**config.mk**
```make
export PLATFORM = sky130hd
export DESIGN_NAME = machine_mode_interlock_fsm_unit
export DESIGN_NICKNAME = d
export VERILOG_FILES = /design/src/hdl/mmi_pkg.sv /design/src/hdl/mmi_decide.sv /design/src/hdl/machine_mode_interlock_fsm_unit.sv
export SDC_FILE = /design/constraint.sdc
export NUM_CORES = 1
export LEC_CHECK = 0
export BUFFER_PORTS_ARGS = -buffer_cell sky130_fd_sc_hd__clkbuf_2
export CORE_ASPECT_RATIO = 1.25
export CORE_MARGIN = 3
export CORE_UTILIZATION = 61
export CTS_BUF_LIST = sky130_fd_sc_hd__clkbuf_8 sky130_fd_sc_hd__clkbuf_16
export DETAILED_ROUTE_END_ITERATION = 12
export PLACE_DENSITY = 0.84
export RECOVER_POWER = 100
export SYNTH_ARGS = -nofsm -noshare
export SYNTH_HDL_FRONTEND = slang
export SYNTH_SLANG_ARGS = --single-unit
```
**constraint.sdc**
```tcl
create_clock -name clk -period 3.7 [get_ports clk]
set_clock_uncertainty 0.05 [all_clocks]
set_input_delay 0.185 -clock clk [delete_from_list [all_inputs] [get_ports clk]]
set_output_delay 0.185 -clock clk [all_outputs]
set_load 0.01 [all_outputs]
```
**src/hdl/mmi_pkg.sv**
```systemverilog
// Shared types and command/mode codes for the machine mode interlock controller.
package mmi_pkg;

  localparam int ActionBits = 4;
  localparam int ModeBits   = 3;
  localparam int CodeBits   = 8;

  typedef enum logic [ModeBits-1:0] {
    MODE_OFFLINE  = 3'd0,
    MODE_INIT     = 3'd1,
    MODE_IDLE     = 3'd2,
    MODE_RUNNING  = 3'd3,
    MODE_PAUSED   = 3'd4,
    MODE_STOPPING = 3'd5,
    MODE_FAULTED  = 3'd6,
    MODE_ESTOP    = 3'd7
  } mode_t;

  typedef enum logic [ActionBits-1:0] {
    ACT_INIT        = 4'd0,
    ACT_START       = 4'd1,
    ACT_PAUSE       = 4'd2,
    ACT_RESUME      = 4'd3,
    ACT_STOP        = 4'd4,
    ACT_RESET       = 4'd5,
    ACT_ESTOP       = 4'd6,
    ACT_CLEAR_ESTOP = 4'd7,
    ACT_FAULT       = 4'd8
  } action_t;

  // Decision for one request: new status plus fault code handling.
  typedef struct packed {
    logic  accepted;
    mode_t mode;
    logic  estop;
    logic  fault;
    logic  code_load;
    logic  code_clear;
  } mmi_ctl_t;

endpackage

```
**src/hdl/mmi_decide.sv**
```systemverilog
// Transition table check and next status for one request.
module mmi_decide
  import mmi_pkg::*;
(
  input  logic [ActionBits-1:0] action,
  input  mode_t                 mode,
  input  logic                  estop,
  input  logic                  fault,
  output mmi_ctl_t              ctl
);

  always_comb begin
    ctl            = '0;
    ctl.mode       = mode;
    ctl.estop      = estop;
    ctl.fault      = fault;
    case (action_t'(action))
      ACT_INIT: begin
        // pass through init to idle in one step
        if (mode == MODE_OFFLINE) begin
          ctl.accepted = 1'b1;
          ctl.mode     = MODE_IDLE;
        end
      end
      ACT_START, ACT_RESUME: begin
        if (!estop && !fault && (mode == MODE_IDLE || mode == MODE_PAUSED)) begin
          ctl.accepted = 1'b1;
          ctl.mode     = MODE_RUNNING;
        end
      end
      ACT_PAUSE: begin
        if (mode == MODE_RUNNING) begin
          ctl.accepted = 1'b1;
          ctl.mode     = MODE_PAUSED;
        end
      end
      ACT_STOP: begin
        // pass through stopping to idle in one step
        if (mode == MODE_RUNNING || mode == MODE_PAUSED) begin
          ctl.accepted = 1'b1;
          ctl.mode     = MODE_IDLE;
        end
      end
      ACT_RESET: begin
        if (mode == MODE_FAULTED) begin
          ctl.accepted   = 1'b1;
          ctl.mode       = MODE_IDLE;
          ctl.fault      = 1'b0;
          ctl.code_clear = 1'b1;
        end else if (mode == MODE_ESTOP && !estop) begin
          ctl.accepted = 1'b1;
          ctl.mode     = MODE_IDLE;
        end
      end
      ACT_ESTOP: begin
        if (mode != MODE_ESTOP) begin
          ctl.accepted = 1'b1;
          ctl.mode     = MODE_ESTOP;
          ctl.estop    = 1'b1;
        end
      end
      ACT_CLEAR_ESTOP: begin
        if (estop) begin
          ctl.accepted = 1'b1;
          ctl.estop    = 1'b0;
        end
      end
      ACT_FAULT: begin
        if (mode == MODE_INIT || mode == MODE_IDLE || mode == MODE_RUNNING ||
            mode == MODE_PAUSED || mode == MODE_STOPPING) begin
          ctl.accepted  = 1'b1;
          ctl.mode      = MODE_FAULTED;
          ctl.fault     = 1'b1;
          ctl.code_load = 1'b1;
        end
      end
      default: begin
        // unknown command: refuse, change nothing
      end
    endcase
  end

endmodule

```
**src/hdl/machine_mode_interlock_fsm_unit.sv**
```systemverilog
// Top level of the machine mode interlock controller.
//
// Usage:
//   Input channel (in_valid / in_stall / in_action / in_fault_code) carries
//   one command request per accepted cycle. Result channel (out_valid /
//   out_stall / out_*) returns exactly one result per request, in order:
//   accepted flag, mode, emergency-stop flag, fault flag and fault code.
//   A request passes through the input register, then the result register.
//   Throughput: one request per cycle while the receiver does not stall;
//   the status update is a single table decision between the input
//   register and the result register.
//   When the receiver stalls, the result register holds its request; the
//   input register still takes one more request, then in_stall rises until
//   the result is taken. in_stall never rises while the input register is
//   empty.
//   Reset (rst_n low, synchronous): mode goes offline, emergency-stop and
//   fault flags and the fault code clear, both registers empty.
//   The latched fault code keeps the low FAULT_CODE_BITS bits of
//   in_fault_code (at most eight).
module machine_mode_interlock_fsm_unit
  import mmi_pkg::*;
#(
  parameter int FAULT_CODE_BITS = 8
) (
  input  logic                  clk,
  input  logic                  rst_n,
  input  logic                  in_valid,
  output logic                  in_stall,
  input  logic [ActionBits-1:0] in_action,
  input  logic [CodeBits-1:0]   in_fault_code,
  output logic                  out_valid,
  input  logic                  out_stall,
  output logic                  out_accepted,
  output logic [ModeBits-1:0]   out_mode,
  output logic                  out_estop_latched,
  output logic                  out_fault_present,
  output logic [CodeBits-1:0]   out_latched_code
);

  // Stored code width: only the low bits of the eight-bit field survive.
  localparam int CodeW = (FAULT_CODE_BITS < CodeBits) ? FAULT_CODE_BITS : CodeBits;

  // Input register
  logic                  in_valid_r;
  logic [ActionBits-1:0] action_r;
  logic [CodeBits-1:0]   fault_code_r;

  // Controller status
  mode_t                 mode_r, mode_nxt;
  logic                  estop_r, estop_nxt;
  logic                  fault_r, fault_nxt;
  logic [CodeW-1:0]      code_r, code_nxt;

  // Result register
  logic                  out_valid_r;
  logic                  accepted_r;
  mode_t                 res_mode_r;
  logic                  res_estop_r;
  logic                  res_fault_r;
  logic [CodeBits-1:0]   res_code_r;

  mmi_ctl_t              ctl;
  logic                  advance;
  logic                  take_in;

  // Advance the held request when the result register is free or draining.
  assign advance  = in_valid_r && (!out_valid_r || !out_stall);
  assign in_stall = in_valid_r && !advance;
  assign take_in  = in_valid && !in_stall;

  mmi_decide u_decide (
    .action (action_r),
    .mode   (mode_r),
    .estop  (estop_r),
    .fault  (fault_r),
    .ctl    (ctl)
  );

  always_comb begin
    mode_nxt  = ctl.mode;
    estop_nxt = ctl.estop;
    fault_nxt = ctl.fault;
    code_nxt  = code_r;
    if (ctl.code_load) begin
      code_nxt = fault_code_r[CodeW-1:0];
    end else if (ctl.code_clear) begin
      code_nxt = '0;
    end
  end

  // Input register: load on accept, drop once handed on.
  always_ff @(posedge clk) begin
    if (!rst_n) begin
      in_valid_r <= 1'b0;
    end else if (take_in) begin
      in_valid_r <= 1'b1;
    end else if (advance) begin
      in_valid_r <= 1'b0;
    end
  end

  always_ff @(posedge clk) begin
    if (take_in) begin
      action_r     <= in_action;
      fault_code_r <= in_fault_code;
    end
  end

  // Status registers: commit the decision when the request advances.
  always_ff @(posedge clk) begin
    if (!rst_n) begin
      mode_r  <= MODE_OFFLINE;
      estop_r <= 1'b0;
      fault_r <= 1'b0;
      code_r  <= '0;
    end else if (advance) begin
      mode_r  <= mode_nxt;
      estop_r <= estop_nxt;
      fault_r <= fault_nxt;
      code_r  <= code_nxt;
    end
  end

  // Result register: hold while stalled, clear when taken and nothing new.
  always_ff @(posedge clk) begin
    if (!rst_n) begin
      out_valid_r <= 1'b0;
    end else if (advance) begin
      out_valid_r <= 1'b1;
    end else if (!out_stall) begin
      out_valid_r <= 1'b0;
    end
  end

  always_ff @(posedge clk) begin
    if (advance) begin
      accepted_r  <= ctl.accepted;
      res_mode_r  <= mode_nxt;
      res_estop_r <= estop_nxt;
      res_fault_r <= fault_nxt;
      // report the code only while a fault is latched
      res_code_r  <= fault_nxt ? CodeBits'(code_nxt) : '0;
    end
  end

  assign out_valid         = out_valid_r;
  assign out_accepted      = accepted_r;
  assign out_mode          = res_mode_r;
  assign out_estop_latched = res_estop_r;
  assign out_fault_present = res_fault_r;
  assign out_latched_code  = res_code_r;

endmodule

```
==> metrics.txt, run 1 <==
Crit Path Category=register to register; Synth Instances=221; sequential cell area fraction in the yosys report=49.7%; most frequent cells in the layout=nand3_1 (28), edfxtp_1 (26), o211ai_1 (18); Die W=59.4 µm; Most Crowded Layer GR=met1; Root Driver=clkbuf_8; post-CTS setup buffers=0; largest cells by area after synthesis=edfxtp_1 (36%), dfxtp_1 (14%), nand3_1 (6.4%); max_cap viols=0; number of flops mapped to enable cells by yosys=26; total gr overflow=0; Rows=23; Iteration-0 DRC Markers=114; met2 usage=31.1%; initial antenna violation count=0; Post-Place Cell Area=2260 µm²; worst-path fanout max=19; Place WS=1.25 ns; Final Hold Slack=0.0122 ns; share of cells above drive strength 1=11.8%; Worst slew margin=39.4%; worst slew pin tran=0.907 ns; mapped cell area=2170 µm²; setup tns final=0 ns; RSZ-0062 raised after global routing=false; Final Critical Period=2.54 ns; total clock sinks=41; via count=1793; Buffers on Ports=31; #FFs+latches synth=41; mean area per synthesized cell=9.83 µm²; WL final=4310 µm; hold path cells=1; post_cts resized=0; global routing usage on met1=33.1%; fin crit share=68.5%; Initial Util=65.7%; Post-Layout Cell Count=275; Async S/R FF share, synth=0%; Ports=32; CTS Hold Buffers Added=0; gr usage total=22.1%; worst-skew pair later-pin latency=0.29 ns; met3 Use GR=4.78%; routability cong.=0.877; largest net degree at the start of global routing=26; area leader, netlist=edfxtp_1; # diodes=0; leading cell type in the layout, fill and taps excluded=nand3_1; WL per Instance=15.7 µm; die height=72.7 µm; Final Net Count=253; P_leak=0.736 nW; Max Slew Vio Count=0; predominant post-synthesis flop cell=edfxtp_1; Distinct cells, synth=46; CTS max path bufs=2; overall power=881 µW; CTS tree=yes; Die Area=4320 µm²; DRC=0; Post-DP HPWL=2930 µm; Synthesized Nets=237; Max Freq=394 MHz; Max VDD drop=301 µV; number of CTS-inserted buffers=5; Hold Vio Cnt, Final=0; worst path required time=3.69 ns; data arrival time of the worst path=2.52 ns; HP Class=input pin to register; Fillers=275; synthesis-to-layout area growth=7.14%; Clock transition at path regs=0.07 ns; PwrDens=379 nW/µm²; total core area=3310 µm²; Synth Warn #=0; first-pass GRT wire length=7290 µm; final setup fails=0; Worst Reg-to-Reg Cells=4; # H-tree levels=2; final core utilization=70.4%; DR vias/cell=6.52; Placed Cells=267; cell area after layout=2330 µm²; vias in the first global route=1544; Worst Slack Setup Final=1.16 ns; First-pass DRT Iterations=4; Critical Path End Type=register; critical path startpoint category=register; Routed Antenna Nets=0; run status=completed; area share of the largest cell type after synthesis=35.9%
-- final timing paths --
path	startpoint	to	slack, ns
worst max-delay path	action_r[0]	out_latched_code[7]	1.16
worst min-delay path	in_fault_code[6]	fault_code_r[6]	0.01
worst max register to register	action_r[0]	out_latched_code[7]	1.16
worst min register to register	code_r[6]	code_r[6]	0.46
-- routing by layer --
metal	wire length (µm)	vias to the layer above
met2	1860	88
met5	0	-
met1	1990	822
met3	379	8
li1	-	875
met4	84	0
-- synth_stat cells (2+ instances only) --
cell type and number:
nand3_1 28, edfxtp_1 26, o211ai_1 17, a21oi_1 15, dfxtp_1 15, nand2_1 15
clkbuf_1 13, nor2_1 10, o21ai_0 6, a211oi_1 5, buf_2 5, inv_1 5
nor3_1 4, o32ai_1 4, buf_6 3, nand2b_1 3, nand3b_1 3, nor4bb_1 3
o211ai_2 3, o21a_1 3, or3_1 3, a21o_1 2, and3_1 2, and3b_1 2
nor2b_1 2, o22ai_1 2, o31ai_1 2, or4b_2 2
-- cell families (layout without fill, tap and decap cells) --
kind of cell / Yosys count / count (layout) / share of synthesized area (%)
xor gates and xnor gates: 1 / 1 / 0.403
buffers and inverters: 27 / 44 / 5.99
AOI/OAI and AO/OA: 67 / 67 / 21.8
DFF: 41 / 41 / 49.7
and+or+nand+nor: 85 / 85 / 22.0
-- registers in the layout, indices dropped and copies added (netlist names) --
signal             count
code_r                 8
fault_code_r           8
out_latched_code       8
action_r               4
mode_r                 3
out_mode               3
estop_r                1
fault_r                1
in_valid_r             1
out_accepted           1
out_estop_latched      1
out_fault_present      1
out_valid              1
-- report_power, final --
part           switching [mW]  internal (mW)  total [mW]
clock                   0.148          0.149       0.297
sequential             0.0175          0.504       0.521
combinational          0.0387         0.0247      0.0634
-- critical path, cell delays in order (launching register included) --
cell	delay (ns)
edfxtp_1	0.62
or4b_1	0.63
or3_1	0.62
o211ai_1	0.23
a21oi_1	0.11
-- final cells by class --
class,instances,area [µm²],area share [%]
Clock buffer,6,82.6,3.55
Clock inverter,2,11.3,0.484
Multi-Input combinational cell,153,953,40.9
Inverter,5,18.8,0.806
Timing Repair Buffer,31,135,5.80
Sequential cell,41,1080,46.4
Tap cell,37,46.3,1.99
Power figures use the tool's default switching activity.
==> run 2: changes to the inputs <==
--- a/config.mk
+++ b/config.mk
@@ -8,10 +8,10 @@
 export BUFFER_PORTS_ARGS = -buffer_cell sky130_fd_sc_hd__clkbuf_2
 export CORE_ASPECT_RATIO = 1.25
 export CORE_MARGIN = 3
-export CORE_UTILIZATION = 61
+export CORE_UTILIZATION = 51
 export CTS_BUF_LIST = sky130_fd_sc_hd__clkbuf_8 sky130_fd_sc_hd__clkbuf_16
 export DETAILED_ROUTE_END_ITERATION = 12
-export PLACE_DENSITY = 0.84
+export PLACE_DENSITY = 0.75
 export RECOVER_POWER = 100
 export SYNTH_ARGS = -nofsm -noshare
 export SYNTH_HDL_FRONTEND = slang
==> constraint.sdc (replaced) <==
create_clock -name clk -period 2.1 [get_ports clk]
set_clock_uncertainty 0.05 [all_clocks]
set_input_delay 0.105 -clock clk [delete_from_list [all_inputs] [get_ports clk]]
set_output_delay 0.105 -clock clk [all_outputs]
set_load 0.01 [all_outputs]
==> run 2 against run 1 <==
Effect of this change:
- non-clock buffer count up 31
- design area up 14%
- critical path type unchanged
- register-to-register slack worse by 1.1 ns
- critical endpoint unchanged
- sequential share of layout area down 5.6 points
- global-route usage down 2.0 points
- worst hold slack better by 0.034 ns
- cell count up 18%
- core utilization down 3.2 points
- critical path depth up 1
- maximum frequency up 26%
- sequential cell count unchanged
- wire length up 15%
==> metrics.txt, run 2 (synthesized netlist as in run 1, its figures left out) <==
Routed Antenna Nets=0 (unchanged); worst slew pin tran=0.939 ns (+0.0327 ns); register area=1080 µm² (+0.12%); largest net degree at the start of global routing=26 (unchanged); run status=completed; Iteration-0 DRC Markers=165 (+45%); WL per Instance=15.3 µm (-2.2%); share of cells above drive strength 1=17.8% (+6.0 points); most frequent cells in the layout=nand3_1 (28), edfxtp_1 (26), o211ai_1 (20); leading cell type in the layout, fill and taps excluded=nand3_1; number of CTS-inserted buffers=5 (unchanged); # diodes=0 (unchanged); Final Critical Period=2.01 ns (-0.522 ns); Worst Slack Setup Final=0.0863 ns (-1.08 ns); critical path startpoint category=register; total clock sinks=41 (unchanged); critical path's slowest cell=or4b_4; Crit Path Category=register to register; Rows=25 (+8.7%); die height=79.0 µm (+8.6%); worst path required time=2.08 ns (-1.61 ns); Multi-input gate area=977 µm² (+2.5%); HP Class=input pin to register; WP buf/inv=1 (+1); WL final=4970 µm (+15%); initial antenna violation count=0 (unchanged); Fillers=330 (+20%); DR vias/cell=6.03 (-7.5%); fin crit share=95.9% (+27 points); CTS max path bufs=2 (unchanged); Max Freq=497 MHz (+26%); Root Driver=clkbuf_8; # H-tree levels=2 (unchanged); Buffers on Ports=31 (unchanged); Hold Vio Cnt, Final=0 (unchanged); Ports=32 (unchanged); gr usage total=20.1% (-2.0 points); vias in the first global route=1740 (+13%); CP max stage delay=0.54 ns (-0.09 ns); first-pass GRT wire length=8090 µm (+11%); overall power=1.69 mW (+92%); max_cap viols=0 (unchanged); data arrival time of the worst path=2.00 ns (-0.52 ns); final core utilization=67.2% (-3.2 points); Die Area=5090 µm² (+18%); RSZ-0062 raised after global routing=false; Place WS=-0.0129 ns (-1.27 ns); Die W=64.4 µm (+8.4%); via count=1955 (+9.0%); PwrDens=639 nW/µm² (+69%); Final Net Count=285 (+13%); DRC=0 (unchanged); Initial Util=55.1% (-11 points); setup tns final=0 ns (unchanged); Worst slew margin=37.4% (-2.1 points); Max Slew Vio Count=0 (unchanged); First-pass DRT Iterations=5 (+1); Clock transition at path regs=0.08 ns (about the same); synthesis-to-layout area growth=21.9%; worst-skew pair later-pin latency=0.29 ns (about the same); Max VDD drop=378 µV (+25%); CTS tree=yes; Critical Path End Type=register; routability cong.=0.946 (+7.9%); Post-DP HPWL=3170 µm (+8.4%); worst-path fanout max=11 (-8); total gr overflow=0 (unchanged); final setup fails=0 (unchanged); CP cell instances=or4b_4, or3_1, buf_4, o211ai_1, a21oi_1; largest delay contributor family on the critical path=simple AND/OR/NAND/NOR gates; total core area=3940 µm² (+19%); P_leak=0.886 nW (+20%)
-- run 2: changes by cell type in the layout (fill, tap and decap cells not counted), moves of 2 or more --
| cell | before | now |
|---|---|---|
| o211ai_1 | 18 | 20 |
| clkbuf_1 | 16 | 18 |
| or4b_4 | 0 | 2 |
| o211ai_2 | 2 | 0 |
| dlygate4sd3_1 | 0 | 13 |
| buf_4 | 0 | 15 |
-- run 2: path summary, 6_finish.rpt --
| kind | cells after the start | slack (ns) | end | startpoint |
|---|---|---|---|---|
| worst min register to register | 2 | 0.46 | code_r[4] | code_r[4] |
| worst max-delay path | 5 | 0.09 | out_latched_code[7] | action_r[2] |
| worst min-delay path | 3 | 0.05 | out_valid | out_stall |
| worst max register to register | 5 | 0.09 | out_latched_code[7] | action_r[2] |
-- run 2: repair_timing --
action	4_1_cts	5_1_grt
cloned	0	1
buffers inserted	0	1
hold buffers	13	0
gates resized for setup	1	5
setup endpoints to repair	5	16
hold endpoints to repair	13	0
-- run 2: worst min-delay path, stage by stage --
cell and delay, ns:
clkbuf_2 0.10, a21oi_1 0.06, nor2b_1 0.09
-- run 2: metrics by stage --
| step | std cells | cell area [µm²] | hold slack [ns] |
|---|---|---|---|
| final | 324 | 2650 | 0.0467 |
| after global routing | 324 | 2650 | 0.0765 |
| after CTS | 322 | 2650 | 0.0409 |
| after detailed placement | 301 | 2410 | 0.234 |
| after global placement | 301 | 2410 | 0.232 |
| after floorplan | 221 | 2170 | 0.154 |
-- run 2: where the power goes --
part           switching, mW  internal [mW]  total (mW)
Clock                  0.268          0.350       0.618
Combinational         0.0959         0.0749       0.171
Sequential            0.0172          0.887       0.905
-- run 2: final cells by class --
| cell class | instances | area share (%) |
|---|---|---|
| clock buffers | 5 | 2.60 |
| clock inverters | 3 | 1.56 |
| inverters | 5 | 0.709 |
| multi-input cells | 154 | 36.9 |
| flip-flops and latches | 41 | 40.9 |
| well taps | 54 | 2.55 |
| repair buffers | 62 | 14.8 |
-- run 2: layer usage --
layer / vias up / share of wire [%] / track usage (%)
met3: 14 / 9.2 / 5.09
met2: 117 / 46 / 31.0
met4: 0 / 2.2 / 6.98
met1: 886 / 43 / 27.4
li1: 938 / - / -
met5: - / 0 / 0
